[config.mk]
export PLATFORM = sky130hd
export DESIGN_NAME = pctbl_refill
export DESIGN_NICKNAME = d
export VERILOG_FILES = /design/src/rtl/pctbl_pkg.sv /design/src/rtl/pctbl_refill.sv
export SDC_FILE = /design/constraint.sdc
export NUM_CORES = 2
export LEC_CHECK = 0
export ABC_AREA = 1
export BUFFER_PORTS_ARGS = -buffer_cell sky130_fd_sc_hd__buf_2
export CAP_MARGIN = 20
export CORE_MARGIN = 3
export CORE_UTILIZATION = 40
export DETAILED_ROUTE_END_ITERATION = 8
export PLACE_DENSITY = 0.54
export SYNTH_ARGS = -nofsm -noshare
export SYNTH_HDL_FRONTEND = slang
export SYNTH_SLANG_ARGS = --single-unit
[constraint.sdc]
create_clock -name clk_i -period 9.87 [get_ports clk_i]
set_input_delay 1.4805 -clock clk_i [delete_from_list [all_inputs] [get_ports clk_i]]
set_output_delay 1.4805 -clock clk_i [all_outputs]
set_load 0.1 [all_outputs]
[src/rtl/pctbl_pkg.sv]
// types, constants and helpers of the per-client token bucket limiter
package pctbl_pkg;

  // client table geometry
  localparam int unsigned TABLE_SLOTS = 64;
  localparam int unsigned SLOT_IDX_W  = $clog2(TABLE_SLOTS);
  localparam int unsigned SLOT_CNT_W  = $clog2(TABLE_SLOTS + 1);

  // field widths
  localparam int unsigned CLIENT_W     = 17;
  localparam int unsigned CLIENT_KEY_W = 16;
  localparam int unsigned TIME_W       = 64;
  localparam int unsigned TOKEN_W      = 46;
  localparam int unsigned RATE_W       = 20;
  localparam int unsigned BURST_W      = 16;

  // stream and config port widths
  localparam int unsigned IN_TDATA_W  = 88;
  localparam int unsigned OUT_TDATA_W = 8;
  localparam int unsigned CFG_IDX_W   = 2;
  localparam int unsigned CFG_DATA_W  = 20;

  // nano-tokens
  localparam logic [TOKEN_W-1:0] NANO_PER_TOKEN = 46'd1000000000;
  localparam logic [RATE_W-1:0]  RATE_RESET     = 20'd100;
  localparam logic [BURST_W-1:0] BURST_RESET    = 16'd100;
  localparam logic [TOKEN_W-1:0] CAP_RESET      = 46'd100000000000;

  typedef enum logic [CFG_IDX_W-1:0] {
    CFG_MODE  = 2'd0,
    CFG_RATE  = 2'd1,
    CFG_BURST = 2'd2
  } cfg_idx_e;

  typedef enum logic [2:0] {
    ST_IDLE,
    ST_SCAN,
    ST_SHARED,
    ST_BUCKET,
    ST_RESP
  } ctl_state_e;

  typedef enum logic [2:0] {
    RF_IDLE,
    RF_LO,
    RF_HI,
    RF_SUM,
    RF_CAP,
    RF_TAKE
  } refill_phase_e;

  typedef struct packed {
    logic [CLIENT_KEY_W-1:0] client;
    logic [TOKEN_W-1:0]      tokens;
    logic [TIME_W-1:0]       last;
  } slot_entry_t;

  localparam int unsigned ENTRY_W = $bits(slot_entry_t);

  typedef struct packed {
    logic [TOKEN_W-1:0] tokens;
    logic [TIME_W-1:0]  last;
    logic [TIME_W-1:0]  now;
  } refill_req_t;

  typedef struct packed {
    logic               granted;
    logic [TOKEN_W-1:0] tokens;
    logic [TIME_W-1:0]  last;
  } refill_res_t;

  // bucket capacity in nano-tokens, zero burst acts as one
  function automatic logic [TOKEN_W-1:0] cap_from_burst(input logic [BURST_W-1:0] burst);
    logic [BURST_W-1:0] b;
    b = (burst == '0) ? BURST_W'(1) : burst;
    return TOKEN_W'(b) * NANO_PER_TOKEN;
  endfunction

endpackage

[src/rtl/pctbl_refill.sv]
// bucket refill and token take unit, one shared 32x20 multiplier
module pctbl_refill import pctbl_pkg::*; (
  input  logic               clk_i,
  input  logic               rst_ni,
  input  logic               start_i,
  input  refill_req_t        req_i,
  input  logic [RATE_W-1:0]  rate_i,
  input  logic [TOKEN_W-1:0] cap_i,
  output logic               done_o,
  output refill_res_t        res_o
);

  localparam int unsigned HALF_W = TIME_W / 2;
  localparam int unsigned PROD_W = HALF_W + RATE_W;
  localparam int unsigned ACC_W  = PROD_W + 1;
  localparam int unsigned SUM_W  = PROD_W + HALF_W + 1;

  refill_phase_e phase_q, phase_d;

  logic [TIME_W-1:0]  elapsed_q;
  logic               adv_q;
  logic [TOKEN_W-1:0] tok_q;
  logic [TIME_W-1:0]  last_new_q;
  logic [PROD_W-1:0]  lo_q;
  logic [PROD_W-1:0]  hi_q;
  logic [ACC_W-1:0]   acc_q;
  logic [SUM_W-1:0]   sum_q;
  logic [TOKEN_W-1:0] fill_q;

  logic [HALF_W-1:0]  mul_a;
  logic [PROD_W-1:0]  mul_p;
  logic               take;

  assign mul_a = (phase_q == RF_LO) ? elapsed_q[HALF_W-1:0] : elapsed_q[TIME_W-1:HALF_W];
  assign mul_p = PROD_W'(mul_a) * PROD_W'(rate_i);

  always_ff @(posedge clk_i or negedge rst_ni) begin
    if (!rst_ni) begin
      phase_q <= RF_IDLE;
    end else begin
      phase_q <= phase_d;
    end
  end

  always_comb begin
    phase_d = phase_q;
    case (phase_q)
      RF_IDLE: if (start_i) phase_d = RF_LO;
      RF_LO:   phase_d = RF_HI;
      RF_HI:   phase_d = RF_SUM;
      RF_SUM:  phase_d = RF_CAP;
      RF_CAP:  phase_d = RF_TAKE;
      RF_TAKE: phase_d = RF_IDLE;
      default: phase_d = RF_IDLE;
    endcase
  end

  always_ff @(posedge clk_i) begin
    case (phase_q)
      RF_IDLE: begin
        if (start_i) begin
          elapsed_q  <= req_i.now - req_i.last;
          adv_q      <= req_i.now > req_i.last;
          tok_q      <= req_i.tokens;
          last_new_q <= (req_i.now > req_i.last) ? req_i.now : req_i.last;
        end
      end
      RF_LO: lo_q <= mul_p;
      RF_HI: begin
        hi_q  <= mul_p;
        acc_q <= ACC_W'(lo_q) + ACC_W'(tok_q);
      end
      RF_SUM: sum_q <= {1'b0, hi_q, HALF_W'(0)} + SUM_W'(acc_q);
      // saturate at the cap, no refill when time did not advance
      RF_CAP: begin
        if (!adv_q) begin
          fill_q <= tok_q;
        end else if (sum_q > SUM_W'(cap_i)) begin
          fill_q <= cap_i;
        end else begin
          fill_q <= sum_q[TOKEN_W-1:0];
        end
      end
      default: ;
    endcase
  end

  assign take         = fill_q >= NANO_PER_TOKEN;
  assign done_o       = (phase_q == RF_TAKE);
  assign res_o.granted = take;
  assign res_o.tokens  = take ? (fill_q - NANO_PER_TOKEN) : fill_q;
  assign res_o.last    = last_new_q;

endmodule

==> impl_metrics.env <==
export IMPL_status="complete, no violations"
export IMPL_path_class="register to register"
export IMPL_startpoint_type="register"
export IMPL_rows=130
export IMPL_path_max_fanout=19
export IMPL_hold_path_class="register to register"
export IMPL_drcViolationCount=0
export IMPL_grtUsageTotal_pct=27.6
export IMPL_synth_seq_cells=466
export IMPL_fin_crit_ps=8820
export IMPL_fp_coreArea_sq_um=126000
export IMPL_synth_top_family_by_area="adder cells"
export IMPL_synth_seq_area_share_pct=27.3
export IMPL_worstPathRequired_ps=10270
export IMPL_clk_latency_ps=660
export IMPL_numCtsBuffers=54
export IMPL_post_cts_buffers=0
export IMPL_dieHeight_um=363
export IMPL_dp_hpwl_mm=154
export IMPL_yosysTopAreaCellShare_pct=27.2
export IMPL_synth_compound_gate_area_share_pct=7.03
export IMPL_skew_ps=58.4
export IMPL_setup_viol=0
export IMPL_cp_data_arrival_time_ps=9220
export IMPL_clock_path_buffers=3
export IMPL_holdBufCountCts=0
export IMPL_syn_inst=6349
export IMPL_initial_utilization_pct=40.5
export IMPL_drive_above_1_share_pct=8.74
export IMPL_finalCritPeriodShare_pct=89.4
export IMPL_clock_sinks=466
export IMPL_synth_top_cell_by_area="edfxtp_1"
export IMPL_slew_viol_final=0
export IMPL_synthXorXnorAreaFrac_pct=3.48
export IMPL_grt_pass1_wl_mm=274
export IMPL_h_tree_depth=2
export IMPL_synthMuxAreaShare_pct=0
export IMPL_yosys_top_cells_count="nand2_1, inv_1, nor2_1"
export IMPL_nets=7782
export IMPL_dp_cells=8254
export IMPL_wl_per_cell_um=21.9
export IMPL_syn_avg_cell_area_sq_um=8.05
export IMPL_yosys_area_share_simple_pct=22.0
export IMPL_async_flop_share_pct=0.644
export IMPL_clk_pin_slew_ps=60
export IMPL_grt_ovfl_total=0
export IMPL_fin_setup_tns_ps=0
export IMPL_dr_total_vias=43110
export IMPL_synth_nets=7471
export IMPL_worst_pin_slew_ps=1090
export IMPL_dieArea_sq_um=132000
export IMPL_synth_warnings=0
export IMPL_grt_max_degree=75
export IMPL_antenna_found_initial=4
export IMPL_wl_mm=183
export IMPL_synth_area_leaders="edfxtp_1, fa_1, nand2_1"
export IMPL_numPortBuffers=354
export IMPL_synth_distinct_cells=50
export IMPL_fmax_mhz=113
export IMPL_synth_adder_area_share_pct=29.4
export IMPL_netlist_area_sq_um=51100
export IMPL_gp_congestion=0.989
export IMPL_cts_tree="built"
export IMPL_area_delta_synth_final_pct=10.3
export IMPL_synth_edf_count=463
export IMPL_rsz0062_at_grt="false"
export IMPL_cts_resized=0
export IMPL_root_buffer="clkbuf_16"
export IMPL_die_w_um=363
export IMPL_grt_pass1_vias=44153
export IMPL_dr_pass1_iters=5
export IMPL_finalNonFillerCells=8352
export IMPL_maxCapViolCount=0
export IMPL_finalHoldViolations=0
export IMPL_yosys_cell_count_top_type="nand2_1"
export IMPL_dr_first_iter_drc_count=3482
export IMPL_drtAntennaViolNets=0
export IMPL_synth_ff_type="edfxtp_1"
export IMPL_slew_limit_headroom_pct=27.5
export IMPL_io_pins=355
export IMPL_via_per_inst=5.16
export IMPL_endpoint_kind="register"
-- per-stage QoR --
| step | utilization [%] | setup slack [ps] | cell area [sq um] | hold WS [ps] |
|---|---|---|---|---|
| finish | 44.7 | 1050 | 56400 | 411 |
| global route | 44.7 | 705 | 56400 | 427 |
| CTS | 44.7 | 1040 | 56400 | 415 |
| detailed placement | 43.3 | 1050 | 54600 | 405 |
| global placement | 43.2 | 711 | 54600 | 401 |
| floorplan | - | 443 | 51100 | 400 |
-- worst max-delay path: stages (launching register included) --
cell and delay [ps]:
dfrtp_1 480, inv_2 110, nor3_4 140, inv_2 180
buf_4 280, o21ai_1 800, inv_1 660, nand2_1 240
fa_1 410, inv_1 80, fa_1 460, fa_1 510
fa_1 530, fa_1 440, fa_1 560, inv_1 60
fa_1 530, inv_1 40, ha_1 410, a21oi_1 350
nand2_1 150, a21oi_1 270, nor2_1 70, nor3b_1 360
nand3_1 220, xor2_1 200
-- cells in the final DEF (no fill, tap or decap), drive strengths merged, types with 6 or more instances in the layout --
cell,n
a21boi,22
a21o,28
a21oi,271
a31oi,33
and3,6
buf,410
bufinv,6
clkbuf,59
clkinv,38
edfxtp,463
fa,539
ha,340
inv,1238
nand2,1425
nand3,309
nand3b,6
nand4,58
nor2,819
nor3,72
nor4,23
o211ai,6
o21a,22
o21ai,218
o21bai,28
or2,37
xnor2,60
xor2,143
-- state kept, by name, summed over array words and instances (netlist names) --
signal and flops:
tok_q 46, last_new_q 64, fill_q 46, lo_q 52
phase_q 3, sum_q 85, hi_q 52, acc_q 53
adv_q 1, elapsed_q 64
-- final cells by class --
class                      count  area, sq um
antenna                        1         2.50
timing repair buffer         410         2200
clock buffer                  59         1370
multi-input combinational   4480        31700
fill                       13013        69800
inverter                    1248         4680
tap                         1650         2060
clock inverter                38          392
sequential                   466        14000
-- cell families (layout without fill, tap and decap cells) --
family / after synthesis / count (layout)
simple gates: 2760 / 2760
buf+inv: 1403 / 1755
fa+ha+maj: 879 / 879
compound gates: 638 / 638
flops: 466 / 466
xor+xnor: 203 / 203
other cells: 0 / 1
-- layer usage --
metal  GRT usage (%)  up-vias  routed length [um]
li1                -    20506                   -
met1            35.8    21035               77500
met2            48.4     1325               89500
met3            3.51      238                9890
met4            8.05        6                5970
met5               0        -                  41
-- worst paths after layout --
| check | slack, ps | cells past startpoint | start | end |
|---|---|---|---|---|
| setup reg to reg | 1050 | 25 | phase_q[0]$_DFFE_PN0P_ | hi_q[44]$_DFFE_PP_ |
| hold / removal | 410 | 0 | acc_q[26]$_DFFE_PP_ | sum_q[26]$_DFFE_PN_ |
| hold reg to reg | 410 | 0 | acc_q[26]$_DFFE_PP_ | sum_q[26]$_DFFE_PN_ |
| max in group asynchronous | 9130 | 1 | rst_ni | phase_q[1]$_DFFE_PN0P_ |
| setup / recovery | 1050 | 25 | phase_q[0]$_DFFE_PN0P_ | hi_q[44]$_DFFE_PP_ |
| min in group asynchronous | 630 | 1 | rst_ni | phase_q[2]$_DFFE_PN0P_ |
Power is not shown: default switching activity piles up to over one toggle a cycle in this logic, so the estimate is an artifact.
