$ cat src/rtl/pctbl_ram.sv
// simple dual-port ram, one write and one registered read port
module pctbl_ram #(
  parameter int unsigned Depth = 64,
  parameter int unsigned Width = 8,
  localparam int unsigned AddrW = $clog2(Depth)
) (
  input  logic             clk_i,
  input  logic             we_i,
  input  logic [AddrW-1:0] waddr_i,
  input  logic [Width-1:0] wdata_i,
  input  logic             re_i,
  input  logic [AddrW-1:0] raddr_i,
  output logic [Width-1:0] rdata_o
);

  logic [Width-1:0] mem [Depth];

  always_ff @(posedge clk_i) begin
    if (we_i) begin
      mem[waddr_i] <= wdata_i;
    end
  end

  always_ff @(posedge clk_i) begin
    if (re_i) begin
      rdata_o <= mem[raddr_i];
    end
  end

endmodule

$ cat config.mk
export PLATFORM = sky130hd
export DESIGN_NAME = pctbl_ram
export DESIGN_NICKNAME = d
export VERILOG_FILES = /design/src/rtl/pctbl_ram.sv
export SDC_FILE = /design/constraint.sdc
export NUM_CORES = 1
export LEC_CHECK = 0
export BUFFER_PORTS_ARGS = -buffer_cell sky130_fd_sc_hd__buf_2
export CAP_MARGIN = 30
export CORE_MARGIN = 8
export CORE_UTILIZATION = 50
export DETAILED_ROUTE_END_ITERATION = 10
export GPL_ROUTABILITY_DRIVEN = 0
export PLACE_DENSITY = 0.64
export SLEW_MARGIN = 20
export SYNTH_ARGS = -nofsm -noshare
export SYNTH_HDL_FRONTEND = slang
export SYNTH_SLANG_ARGS = --single-unit
$ cat constraint.sdc
create_clock -name clk_i -period 2.7 [get_ports clk_i]
set_input_delay 0.27 -clock clk_i [delete_from_list [all_inputs] [get_ports clk_i]]
set_output_delay 0.27 -clock clk_i [all_outputs]
set_load 0.01 [all_outputs]
==> metrics.txt, run 1 <==
# TYPE chip_impl_metric gauge
chip_impl_metric{name="post_cts_buffers",unit=""} 0
chip_impl_metric{name="cts.sinks",unit=""} 520
chip_impl_metric{name="synth-edff-count",unit=""} 520
chip_impl_metric{name="synth_cell_types",unit=""} 39
chip_impl_metric{name="reg2reg_depth",unit=""} 5
chip_impl_info{name="cts_root_buffer",value="clkbuf_16"} 1
chip_impl_metric{name="layout_area_overhead",unit="%"} 14.61
chip_impl_metric{name="whs_path_cells",unit=""} 1
chip_impl_metric{name="worst-slew-pin-transition",unit="ps"} 873.2
chip_impl_info{name="reg2reg_to",value="rdata_o[4]"} 1
chip_impl_metric{name="relative_max_transition_margin",unit=""} 0.4157
chip_impl_metric{name="clock_path_buffers",unit=""} 3
chip_impl_metric{name="setup_tns",unit="ps"} 0
chip_impl_metric{name="cts_hold_repair.buffers",unit=""} 0
chip_impl_metric{name="timing.clock.skew",unit="ps"} 13.60
chip_impl_metric{name="synth.yosys.seq_area_share",unit=""} 0.7712
chip_impl_metric{name="post_cts_resize_count",unit=""} 0
chip_impl_info{name="start_of_the_worst_register_to_register_path",value="mem[20][4]"} 1
chip_impl_info{name="synth.largest_area_cell",value="edfxtp_1"} 1
chip_impl_metric{name="crit_arrival",unit="ps"} 2550
chip_impl_metric{name="post_route_wl",unit="um"} 45770
chip_impl_metric{name="grt_first_pass_wirelength",unit="um"} 68140
chip_impl_info{name="crit_path_end_kind",value="register"} 1
chip_impl_info{name="hold_end",value="rdata_o[5]"} 1
chip_impl_metric{name="grt_antenna_before_repair",unit=""} 2
chip_impl_metric{name="synth_cells",unit=""} 940
chip_impl_metric{name="initial_utilization",unit=""} 0.5084
chip_impl_metric{name="first_pass_iters",unit=""} 7
chip_impl_metric{name="die_area",unit="sq um"} 47190
chip_impl_metric{name="power.share.switching",unit=""} 0.2091
chip_impl_metric{name="power.leakage",unit="nW"} 7.431
chip_impl_metric{name="slew_viol_final",unit=""} 0
chip_impl_info{name="min_path_type",value="in -> reg"} 1
chip_impl_metric{name="power.net_switching",unit="mW"} 3.456
chip_impl_metric{name="ctsHtreeMaxLevel",unit=""} 2
chip_impl_metric{name="core_area",unit="sq um"} 39820
chip_impl_info{name="most_used_flip_flop_cell_after_synthesis",value="edfxtp_1"} 1
chip_impl_metric{name="multiInputGateArea",unit="sq um"} 4315
chip_impl_metric{name="cts_inserted_buffers",unit=""} 52
chip_impl_metric{name="power.density_cell_area",unit="nW/um^2"} 712.1
chip_impl_metric{name="vias_per_cell",unit=""} 5.995
chip_impl_metric{name="sequential_cell_area",unit="sq um"} 15620
chip_impl_metric{name="nets",unit=""} 1100
chip_impl_metric{name="place.detailed.instances",unit=""} 1547
chip_impl_metric{name="grt_pass1_vias",unit=""} 10069
chip_impl_metric{name="post_route_cells_drive_above_1_share",unit=""} 0.3074
chip_impl_metric{name="final_min_period_over_clock_period",unit=""} 0.8282
chip_impl_metric{name="synth.net_count",unit=""} 963
chip_impl_metric{name="fraction_of_registers_with_async_set_reset",unit=""} 0
chip_impl_metric{name="hpwl",unit="um"} 28570
chip_impl_metric{name="layout.cells.non_filler",unit=""} 1645
chip_impl_metric{name="port_buffers",unit=""} 30
chip_impl_metric{name="max_cap_violations",unit=""} 0
chip_impl_metric{name="power.ir.vdd_worst",unit="uV"} 478.4
chip_impl_metric{name="reg2reg_slack",unit="ps"} 460
chip_impl_info{name="top_count_cell_post_synth",value="edfxtp_1"} 1
chip_impl_metric{name="drcViolationCount",unit=""} 0
chip_impl_metric{name="required",unit="ps"} 3010
chip_impl_metric{name="post_synth_instance_area",unit="sq um"} 20250
chip_impl_metric{name="initialDrtViolationCount",unit=""} 1073
chip_impl_info{name="critical_path_class",value="reg -> reg"} 1
chip_impl_metric{name="cts.clk_slew.worst_paths",unit="ps"} 60
chip_impl_metric{name="timing_hold_violations_final",unit=""} 0
chip_impl_metric{name="grt_start_max_net_pins",unit=""} 65
chip_impl_info{name="synth.area.top_cells",value="edfxtp_1 77%, mux4_2 14%, nor2_1 1.5%, mux2i_1 1.1%, mux2_2 0.72%"} 1
chip_impl_metric{name="post-route-min-period",unit="ps"} 2236
chip_impl_metric{name="detail-route-antenna-nets",unit=""} 0
chip_impl_metric{name="finish.instance_area",unit="sq um"} 23200
chip_impl_metric{name="dr_total_vias",unit=""} 9861
chip_impl_info{name="hold_path_startpoint",value="re_i"} 1
chip_impl_info{name="cp_launch_type",value="register"} 1
chip_impl_metric{name="number_of_cell_rows",unit=""} 73
chip_impl_info{name="most_used_standard_cells_in_the_synthesized_netlist",value="520 x edfxtp_1, 126 x mux4_2, 83 x nor2_1"} 1
chip_impl_info{name="setup_repair_after_global_routing_missed_its_margin",value="no"} 1
chip_impl_metric{name="clock_latency",unit="ps"} 580
chip_impl_metric{name="syn_avg_cell_area",unit="sq um"} 21.54
chip_impl_metric{name="count_of_state_elements_after_synthesis",unit=""} 520
chip_impl_metric{name="post-synth-top-area-fraction",unit=""} 0.7712
chip_impl_metric{name="utilization_after_layout",unit=""} 0.5827
chip_impl_info{name="tritoncts",value="yes"} 1
chip_impl_metric{name="power.share.clock",unit=""} 0.405
chip_impl_metric{name="layout_filler_cell_count",unit=""} 2950
chip_impl_metric{name="finalSetupViolations",unit=""} 0
chip_impl_metric{name="share_comb_of_total_power",unit=""} 0.052
chip_impl_metric{name="die_height",unit="um"} 217.2
chip_impl_metric{name="dieWidth",unit="um"} 217.2
chip_impl_metric{name="grt_residual_overflow",unit=""} 0
chip_impl_metric{name="cell_internal_pwr",unit="mW"} 13.07
chip_impl_metric{name="detailed_place.area",unit="sq um"} 21610
chip_impl_metric{name="synthesis.yosys.warnings",unit=""} 0
chip_impl_info{name="run_status",value="completed"} 1
chip_impl_metric{name="total_routing_resource_utilization_after_global_routing",unit=""} 0.1968
chip_impl_metric{name="critical_path.max_fanout",unit=""} 1
chip_impl_metric{name="clock.fmax",unit="GHz"} 0.4472
chip_impl_metric{name="seq_power_share",unit=""} 0.543
chip_impl_metric{name="io_pins",unit=""} 31
chip_impl_metric{name="wl_per_cell",unit="um"} 27.82
power by group through the flow:
| stage | registers [mW] | logic [mW] | clock network (mW) |
|---|---|---|---|
| after floorplan | 9.14 | 0.476 | 0 |
| final | 8.98 | 0.852 | 6.69 |
| after global placement | 9.15 | 0.842 | 0 |
| after global routing | 8.98 | 0.907 | 7.10 |
| after detailed placement | 9.15 | 0.856 | 0 |
| after CTS | 8.98 | 0.857 | 6.82 |
metrics by stage:
step / setup WS, ps / power [mW] / hold WS (ps)
4_1_cts: 444.9 / 16.66 / 63.06
3_5_place_dp: 64.67 / 10.01 / 680.1
2_1_floorplan: 623.7 / 9.618 / 368.9
6_report: 463.9 / 16.52 / 104.0
3_3_place_gp: 135.7 / 9.992 / 678.3
5_1_grt: 429.6 / 16.99 / 78.38
worst max-delay path, stage by stage, from the launching register on:
cell and delay [ps]:
edfxtp_1 360, mux4_2 480, mux2_2 280, o221a_2 300, nor3_1 400, o32ai_1 150
metal layers:
layer,GRT usage,share of wire,up-vias
met5,0,0.00026,-
met4,0.05771,0.026,2
met3,0.04397,0.069,76
met2,0.3169,0.49,365
met1,0.2687,0.42,5207
li1,-,-,4211
state kept, by name (all words and copies together) (netlist names):
register / cells
rdata_o: 8
mem: 512
worst max-delay path by stage:
stage,start,slack [ps],to,cells after the start
6_report,mem[20][4],460,rdata_o[4],5
5_1_grt,mem[29][6],430,rdata_o[6],5
4_1_cts,mem[29][6],440,rdata_o[6],5
3_5_place_dp,raddr_i[0],60,rdata_o[3],7
3_3_place_gp,raddr_i[0],140,rdata_o[2],7
2_1_floorplan,raddr_i[1],620,rdata_o[3],7
cell usage in the layout, fill, tap and decap left out, types with 10 or more instances in the layout:
cell | synthesis | layout
buf_2 | 11 | 27
buf_4 | 13 | 98
clkbuf_1 | 17 | 12
clkbuf_16 | 0 | 53
clkinv_1 | 0 | 15
clkinv_2 | 0 | 10
edfxtp_1 | 520 | 520
mux2_2 | 13 | 13
mux2i_1 | 23 | 23
mux4_2 | 126 | 126
nand2_1 | 19 | 19
nand3_1 | 13 | 13
nor2_1 | 83 | 83
nor2b_1 | 14 | 14
kinds of logic after synthesis:
logic type,after synthesis,share of synthesized area
AOI/OAI and AO/OA,54,0.02064
and+or+nand+nor,153,0.03374
DFF,520,0.7712
muxes,162,0.1588
buffers and inverters,51,0.01563
area by class of cell:
class / count / area share
flip-flops and latches: 520 / 0.6729
clock inverters: 31 / 0.008573
diodes: 1 / 0.0001078
clock buffers: 65 / 0.05910
well taps: 525 / 0.02831
repair buffers: 134 / 0.04502
multi-input cells: 369 / 0.1860
No activity file was read; power rests on OpenSTA's default activity.
==> run 2: changes to the inputs <==
--- a/config.mk
+++ b/config.mk
@@ -5,6 +5,7 @@
 export SDC_FILE = /design/constraint.sdc
 export NUM_CORES = 1
 export LEC_CHECK = 0
+export ABC_AREA = 1
 export BUFFER_PORTS_ARGS = -buffer_cell sky130_fd_sc_hd__buf_2
 export CAP_MARGIN = 30
 export CORE_MARGIN = 8
==> constraint.sdc (replaced) <==
create_clock -name clk_i -period 2.2 [get_ports clk_i]
set_input_delay 0.22 -clock clk_i [delete_from_list [all_inputs] [get_ports clk_i]]
set_output_delay 0.22 -clock clk_i [all_outputs]
set_load 0.01 [all_outputs]
==> metrics.txt, run 2 <==
# TYPE chip_impl_metric gauge
chip_impl_metric{name="dr_total_vias",unit=""} 13987
chip_impl_info{name="cpMaxStageDelayCell",value="edfxtp_1"} 1
chip_impl_info{name="registers.top_by_ff_count",value="mem"} 1
chip_impl_metric{name="post_route_cells_drive_above_1_share",unit=""} 0.1100
chip_impl_metric{name="power.leakage",unit="nW"} 8.853
chip_impl_metric{name="cts.sinks",unit=""} 520
chip_impl_metric{name="final_min_period_over_clock_period",unit=""} 0.7228
chip_impl_info{name="top_regs",value="mem (512), rdata_o (8)"} 1
chip_impl_info{name="crit_path_cell_trace",value="buf_2"} 1
chip_impl_metric{name="core_area",unit="sq um"} 42700
chip_impl_info{name="critical_path_class",value="reg -> out"} 1
chip_impl_metric{name="syn_avg_cell_area",unit="sq um"} 11.87
chip_impl_info{name="most_used_flip_flop_cell_after_synthesis",value="edfxtp_1"} 1
chip_impl_metric{name="post-route-min-period",unit="ps"} 1590
chip_impl_metric{name="io_pins",unit=""} 31
chip_impl_metric{name="grt_residual_overflow",unit=""} 0
chip_impl_info{name="mostFrequentLayoutCells",value="648 x nand2_1, 520 x edfxtp_1, 439 x nand3_1"} 1
chip_impl_metric{name="n_antenna_cell",unit=""} 0
chip_impl_metric{name="post_route_wl",unit="um"} 53310
chip_impl_metric{name="required",unit="ps"} 1980
chip_impl_metric{name="synth.net_count",unit=""} 1828
chip_impl_metric{name="fraction_of_registers_with_async_set_reset",unit=""} 0
chip_impl_metric{name="synthesis.yosys.warnings",unit=""} 0
chip_impl_metric{name="grt_antenna_before_repair",unit=""} 5
chip_impl_metric{name="count_of_state_elements_after_synthesis",unit=""} 520
chip_impl_info{name="cp_launch_type",value="register"} 1
chip_impl_metric{name="dieWidth",unit="um"} 223.0
chip_impl_metric{name="post_synth_instance_area",unit="sq um"} 21420
chip_impl_metric{name="total_routing_resource_utilization_after_global_routing",unit=""} 0.2154
chip_impl_info{name="mostFrequentLayoutCell",value="nand2_1"} 1
chip_impl_metric{name="largest_register_ff_count",unit=""} 512
chip_impl_metric{name="synth.yosys.seq_area_share",unit=""} 0.7290
chip_impl_metric{name="number_of_cell_rows",unit=""} 76
chip_impl_info{name="setup_repair_after_global_routing_missed_its_margin",value="no"} 1
chip_impl_metric{name="utilization_after_layout",unit=""} 0.5666
chip_impl_metric{name="synth_cells",unit=""} 1805
chip_impl_metric{name="total_power",unit="mW"} 20.81
chip_impl_info{name="min_path_type",value="in -> reg"} 1
chip_impl_metric{name="timing.clock.skew",unit="ps"} 16.40
chip_impl_metric{name="clock.fmax",unit="GHz"} 0.6289
chip_impl_metric{name="critical_path_buf_inv_count",unit=""} 1
chip_impl_info{name="crit_path_end",value="rdata_o[1]"} 1
chip_impl_metric{name="setup_tns",unit="ps"} 0
chip_impl_metric{name="nets",unit=""} 1910
chip_impl_metric{name="hpwl",unit="um"} 31620
chip_impl_metric{name="cts.clk_slew.worst_paths",unit="ps"} 60
chip_impl_metric{name="grt_pass1_vias",unit=""} 13693
chip_impl_metric{name="worst-slew-pin-transition",unit="ps"} 631.7
chip_impl_metric{name="layout_area_overhead",unit="%"} 12.93
chip_impl_metric{name="reg2reg_slack",unit="ps"} 650
chip_impl_metric{name="critPathMaxStageDelay",unit="ps"} 540
chip_impl_metric{name="die_area",unit="sq um"} 49720
chip_impl_metric{name="timing_hold_violations_final",unit=""} 0
chip_impl_metric{name="power.ir.vdd_worst",unit="uV"} 687.9
chip_impl_metric{name="post-synth-top-area-fraction",unit=""} 0.7290
chip_impl_metric{name="initialDrtViolationCount",unit=""} 1679
chip_impl_metric{name="finalSetupViolations",unit=""} 0
chip_impl_info{name="synth.largest_area_cell",value="edfxtp_1"} 1
chip_impl_info{name="run_status",value="completed"} 1
chip_impl_metric{name="place.detailed.instances",unit=""} 2378
chip_impl_metric{name="reg2reg_depth",unit=""} 8
chip_impl_metric{name="wl_per_cell",unit="um"} 21.55
chip_impl_metric{name="final.hold.worst_slack",unit="ps"} 144.8
chip_impl_metric{name="clock_path_buffers",unit=""} 3
chip_impl_info{name="synth.area.top_cells",value="edfxtp_1 73%, nand2_1 11%, nand3_1 10%, buf_6 1.8%, nor2_1 0.98%"} 1
chip_impl_metric{name="crit_arrival",unit="ps"} 1370
chip_impl_metric{name="slew_viol_final",unit=""} 0
chip_impl_metric{name="clock_latency",unit="ps"} 590
chip_impl_info{name="reg2reg_to",value="rdata_o[1]"} 1
chip_impl_metric{name="synth_cell_types",unit=""} 15
chip_impl_info{name="crit_path_end_kind",value="primary output"} 1
chip_impl_metric{name="grt_start_max_net_pins",unit=""} 112
chip_impl_metric{name="grt_first_pass_wirelength",unit="um"} 82320
chip_impl_info{name="cp-startpoint",value="rdata_o[1]"} 1
chip_impl_metric{name="detail-route-antenna-nets",unit=""} 0
chip_impl_metric{name="cts_inserted_buffers",unit=""} 52
chip_impl_metric{name="drcViolationCount",unit=""} 0
chip_impl_info{name="start_of_the_worst_register_to_register_path",value="mem[3][1]"} 1
chip_impl_info{name="tritoncts",value="yes"} 1
chip_impl_metric{name="synth-edff-count",unit=""} 520
chip_impl_metric{name="post_cts_buffers",unit=""} 0
chip_impl_info{name="path_delay_family",value="flip-flops"} 1
chip_impl_info{name="top_count_cell_post_synth",value="nand2_1"} 1
chip_impl_metric{name="power.density_cell_area",unit="nW/um^2"} 860.2
chip_impl_metric{name="vias_per_cell",unit=""} 5.654
chip_impl_info{name="cts_root_buffer",value="clkbuf_16"} 1
chip_impl_metric{name="use_met1",unit=""} 0.2981
chip_impl_metric{name="post_cts_resize_count",unit=""} 0
chip_impl_info{name="most_used_standard_cells_in_the_synthesized_netlist",value="648 x nand2_1, 520 x edfxtp_1, 439 x nand3_1"} 1
chip_impl_metric{name="first_pass_iters",unit=""} 7
chip_impl_metric{name="critical_path.max_fanout",unit=""} 1
chip_impl_metric{name="max_cap_violations",unit=""} 0
chip_impl_metric{name="relative_max_transition_margin",unit=""} 0.5782
chip_impl_metric{name="die_height",unit="um"} 223.0
chip_impl_metric{name="met3_track_demand_over_resource",unit=""} 0.04307
chip_impl_info{name="grt-busiest-layer",value="met2"} 1
chip_impl_metric{name="layout.cells.non_filler",unit=""} 2474
chip_impl_metric{name="initial_utilization",unit=""} 0.5017
chip_impl_metric{name="port_buffers",unit=""} 30
chip_impl_metric{name="grt.met2_usage",unit=""} 0.3409
chip_impl_metric{name="ctsHtreeMaxLevel",unit=""} 2
chip_impl_metric{name="critical_path_cell_count",unit=""} 1
==> run 2: changes by cell type after synthesis, sizes merged, moves of 12 or more <==
cell / delta
buf: +64
inv: +12
mux2: -13
mux2i: -23
mux4: -126
nand2: +629
nand3: +426
nor2: -27
nor2b: -14
==> run 2: worst min-delay path by stage <==
stage,start,endpoint,slack (ps),cells past startpoint
after floorplan,wdata_i[0],mem[0][0],320,0
after global placement,re_i,rdata_o[0],620,1
after detailed placement,re_i,rdata_o[0],620,1
after CTS,raddr_i[5],rdata_o[1],100,3
after global routing,raddr_i[5],rdata_o[1],120,3
final,raddr_i[5],rdata_o[1],140,3
==> run 2: cell families after synthesis <==
family,synth area share
simple gates,0.2309
flops,0.7290
buf+inv,0.04007
==> run 2: repair_timing <==
item,in CTS,in global routing
hold buffers,1,0
hold endpoints to repair,4,0
endpoints found under the setup margin,0,0
==> run 2: stage by stage <==
step                      setup WS [ps]  area [sq um]
after floorplan                   213.9         21420
after global placement            83.73         22540
after detailed placement          102.9         22570
after CTS                         618.0         24190
after global routing              553.8         24190
final                             609.9         24190
==> run 2: power breakdown <==
group | internal [mW] | switching, mW
clock network | 4.83 | 3.62
registers | 11.0 | 0.0341
logic | 0.370 | 0.960
==> run 2: metal layers <==
| metal | up-vias | share of wire |
|---|---|---|
| met4 | 4 | 0.029 |
| met3 | 118 | 0.091 |
| met2 | 590 | 0.47 |
| met5 | - | 0.00043 |
| li1 | 6521 | - |
| met1 | 6754 | 0.41 |
==> run 2: layout make-up <==
cell class	count	area, sq um
clock inverters	25	198.9
inverters	12	55.05
flip-flops and latches	520	15620
clock buffers	70	1411
well taps	546	683.2
repair buffers	141	1280
multi-input cells	1160	4946
fillers	3481	18510
==> run 3: changes to the inputs <==
--- a/config.mk
+++ b/config.mk
@@ -5,7 +5,7 @@
 export SDC_FILE = /design/constraint.sdc
 export NUM_CORES = 1
 export LEC_CHECK = 0
-export ABC_AREA = 1
+export ABC_AREA = 0
 export BUFFER_PORTS_ARGS = -buffer_cell sky130_fd_sc_hd__buf_2
 export CAP_MARGIN = 30
 export CORE_MARGIN = 8
==> constraint.sdc (replaced) <==
create_clock -name clk_i -period 1.65 [get_ports clk_i]
set_input_delay 0.165 -clock clk_i [delete_from_list [all_inputs] [get_ports clk_i]]
set_output_delay 0.165 -clock clk_i [all_outputs]
set_load 0.01 [all_outputs]
==> metrics.txt, run 3 (synthesis results as in run 1) <==
# TYPE chip_impl_metric gauge
chip_impl_metric{name="required",unit="ps"} 1980
chip_impl_metric{name="critical_path.max_fanout",unit=""} 1
chip_impl_metric{name="relative_max_transition_margin",unit=""} 0.4848
chip_impl_metric{name="wl_per_cell",unit="um"} 26.47
chip_impl_metric{name="post-route-min-period",unit="ps"} 1964
chip_impl_metric{name="vias_per_cell",unit=""} 5.852
chip_impl_info{name="top_regs",value="mem (512), rdata_o (8)"} 1
chip_impl_info{name="setup_repair_after_global_routing_missed_its_margin",value="yes"} 1
chip_impl_metric{name="clock_latency",unit="ps"} 570
chip_impl_metric{name="final_min_period_over_clock_period",unit=""} 1.190
chip_impl_info{name="violations_in_the_final_reports",value="setup timing"} 1
chip_impl_metric{name="power.leakage",unit="nW"} 7.876
chip_impl_info{name="mostFrequentLayoutCells",value="520 x edfxtp_1, 157 x buf_4, 126 x mux4_2"} 1
chip_impl_metric{name="core_area",unit="sq um"} 39820
chip_impl_metric{name="die_height",unit="um"} 217.2
chip_impl_info{name="min_path_type",value="in -> reg"} 1
chip_impl_info{name="tritoncts",value="yes"} 1
chip_impl_metric{name="total_power",unit="mW"} 27.70
chip_impl_metric{name="first_pass_iters",unit=""} 6
chip_impl_metric{name="crit_arrival",unit="ps"} 2290
chip_impl_metric{name="timing.clock.skew",unit="ps"} 10.96
chip_impl_metric{name="critPathMaxStageDelay",unit="ps"} 520
chip_impl_metric{name="post_route_wl",unit="um"} 45190
chip_impl_metric{name="sequential_cell_area",unit="sq um"} 15620
chip_impl_metric{name="max_cap_violations",unit=""} 0
chip_impl_metric{name="io_pins",unit=""} 31
chip_impl_metric{name="total_routing_resource_utilization_after_global_routing",unit=""} 0.1921
chip_impl_info{name="critical_path_class",value="reg -> reg"} 1
chip_impl_metric{name="slew_viol_final",unit=""} 0
chip_impl_metric{name="hpwl",unit="um"} 29120
chip_impl_metric{name="final.hold.worst_slack",unit="ps"} 27.55
chip_impl_info{name="registers.top_by_ff_count",value="mem"} 1
chip_impl_metric{name="number_of_cell_rows",unit=""} 73
chip_impl_metric{name="layout_filler_cell_count",unit=""} 2887
chip_impl_metric{name="power.density_cell_area",unit="nW/um^2"} 1152
chip_impl_info{name="cp_launch_type",value="register"} 1
chip_impl_metric{name="ctsHtreeMaxLevel",unit=""} 2
chip_impl_info{name="crit_path_end_kind",value="register"} 1
chip_impl_metric{name="finalSetupViolations",unit=""} 8
chip_impl_metric{name="cts.sinks",unit=""} 520
chip_impl_metric{name="largest_register_ff_count",unit=""} 512
chip_impl_metric{name="n_antenna_cell",unit=""} 0
chip_impl_info{name="path_delay_family",value="multiplexers"} 1
chip_impl_metric{name="nets",unit=""} 1168
chip_impl_metric{name="initialDrtViolationCount",unit=""} 989
chip_impl_metric{name="port_buffers",unit=""} 30
chip_impl_info{name="mostFrequentLayoutCell",value="edfxtp_1"} 1
chip_impl_metric{name="multiInputGateArea",unit="sq um"} 4484
chip_impl_metric{name="finish.instance_area",unit="sq um"} 24040
chip_impl_metric{name="drcViolationCount",unit=""} 0
chip_impl_metric{name="clock.fmax",unit="GHz"} 0.5091
chip_impl_metric{name="clock_path_buffers",unit=""} 3
chip_impl_metric{name="cts.clk_slew.worst_paths",unit="ps"} 60
chip_impl_metric{name="critical_path_buf_inv_count",unit=""} 0
chip_impl_metric{name="grt_first_pass_wirelength",unit="um"} 66920
chip_impl_info{name="cpMaxStageDelayCell",value="mux4_2"} 1
chip_impl_metric{name="grt_start_max_net_pins",unit=""} 65
chip_impl_metric{name="grt_antenna_before_repair",unit=""} 2
chip_impl_metric{name="cts_inserted_buffers",unit=""} 52
chip_impl_metric{name="grt_pass1_vias",unit=""} 10301
chip_impl_metric{name="post-route-worst-setup-slack",unit="ps"} -314.3
chip_impl_metric{name="worst-slew-pin-transition",unit="ps"} 772.8
chip_impl_metric{name="utilization_after_layout",unit=""} 0.6037
chip_impl_metric{name="initial_utilization",unit=""} 0.5084
chip_impl_info{name="cts_root_buffer",value="clkbuf_16"} 1
chip_impl_info{name="critPathMostFrequentCell",value="mux4_2"} 1
chip_impl_metric{name="grt_residual_overflow",unit=""} 0
chip_impl_metric{name="dieWidth",unit="um"} 217.2
chip_impl_metric{name="layout_area_overhead",unit="%"} 18.73
chip_impl_metric{name="die_area",unit="sq um"} 47190
chip_impl_metric{name="detail-route-antenna-nets",unit=""} 0
chip_impl_metric{name="detailed_place.area",unit="sq um"} 22240
chip_impl_metric{name="dr_total_vias",unit=""} 9989
chip_impl_info{name="crit_path_cell_trace",value="mux4_2 > mux4_2 > nor2_4 > nor3_2 > o2bb2ai_1"} 1
chip_impl_info{name="run_status",value="finished, violations left"} 1
chip_impl_metric{name="timing_hold_violations_final",unit=""} 0
chip_impl_metric{name="post_route_cells_drive_above_1_share",unit=""} 0.3680
chip_impl_metric{name="power.ir.vdd_worst",unit="uV"} 808.7
-- run 3: cell types whose count changed in the layout (fill, tap and decap cells not counted), moves of 8 or more --
cell	before	now
nand2_1	648	19
buf_4	89	157
mux2i_1	0	23
nor2b_1	0	13
nor2_1	56	81
inv_1	9	0
o221ai_1	0	8
nand3_1	439	13
mux4_2	0	126
mux2_2	0	10
-- run 3: power by group --
part	total, mW	switching (mW)	internal [mW]
clock	11.4	4.78	6.65
combinational	1.58	0.887	0.692
sequential	14.7	0.0407	14.7
total	27.7	5.71	22.0
-- run 3: what timing repair did --
item / in CTS / in global routing
setup buffers: 0 / 0
endpoints found under the hold margin: 8 / 0
gates resized for setup: 27 / 6
setup endpoints to repair: 8 / 8
hold buffers: 1 / 0
pin swaps: 7 / 3
-- run 3: worst reg2reg max path, stage by stage (launching register included) --
cell and delay (ps):
edfxtp_1 370, mux4_2 510, mux4_2 520, nor2_4 150
nor3_2 50, o2bb2ai_1 130
-- run 3: path summary, 6_finish.rpt --
check        startpoint  cells past startpoint  slack (ps)          to
min          wdata_i[1]                      1          30  mem[53][1]
max           mem[3][1]                      5        -310  rdata_o[1]
max reg2reg   mem[3][1]                      5        -310  rdata_o[1]
min reg2reg   mem[3][7]                      4         970  rdata_o[7]
-- run 3: final cells by class --
class	count	area share
flip-flops and latches	520	0.6496
multi-input cells	369	0.1865
repair buffers	202	0.06860
clock buffers	65	0.05704
well taps	525	0.02733
clock inverters	26	0.01093
-- run 3: metal layers --
layer  GRT usage  vias up  wire length [um]
met1      0.2738     5251             19650
met4     0.06132        4              1128
met3     0.03176       71              2696
li1            -     4336                 -
met2      0.3028      327             21690
met5           0        -                22
-- run 3: per-stage QoR --
| stage | setup TNS [ps] | std cells | setup WS [ps] |
|---|---|---|---|
| after detailed placement | -5357 | 1616 | -781.4 |
| after global routing | -2464 | 1707 | -362.8 |
| after CTS | -2053 | 1707 | -300.3 |
| after global placement | -5312 | 1614 | -766.9 |
| after floorplan | -1561 | 940 | -200.3 |
| final | -2087 | 1707 | -314.3 |
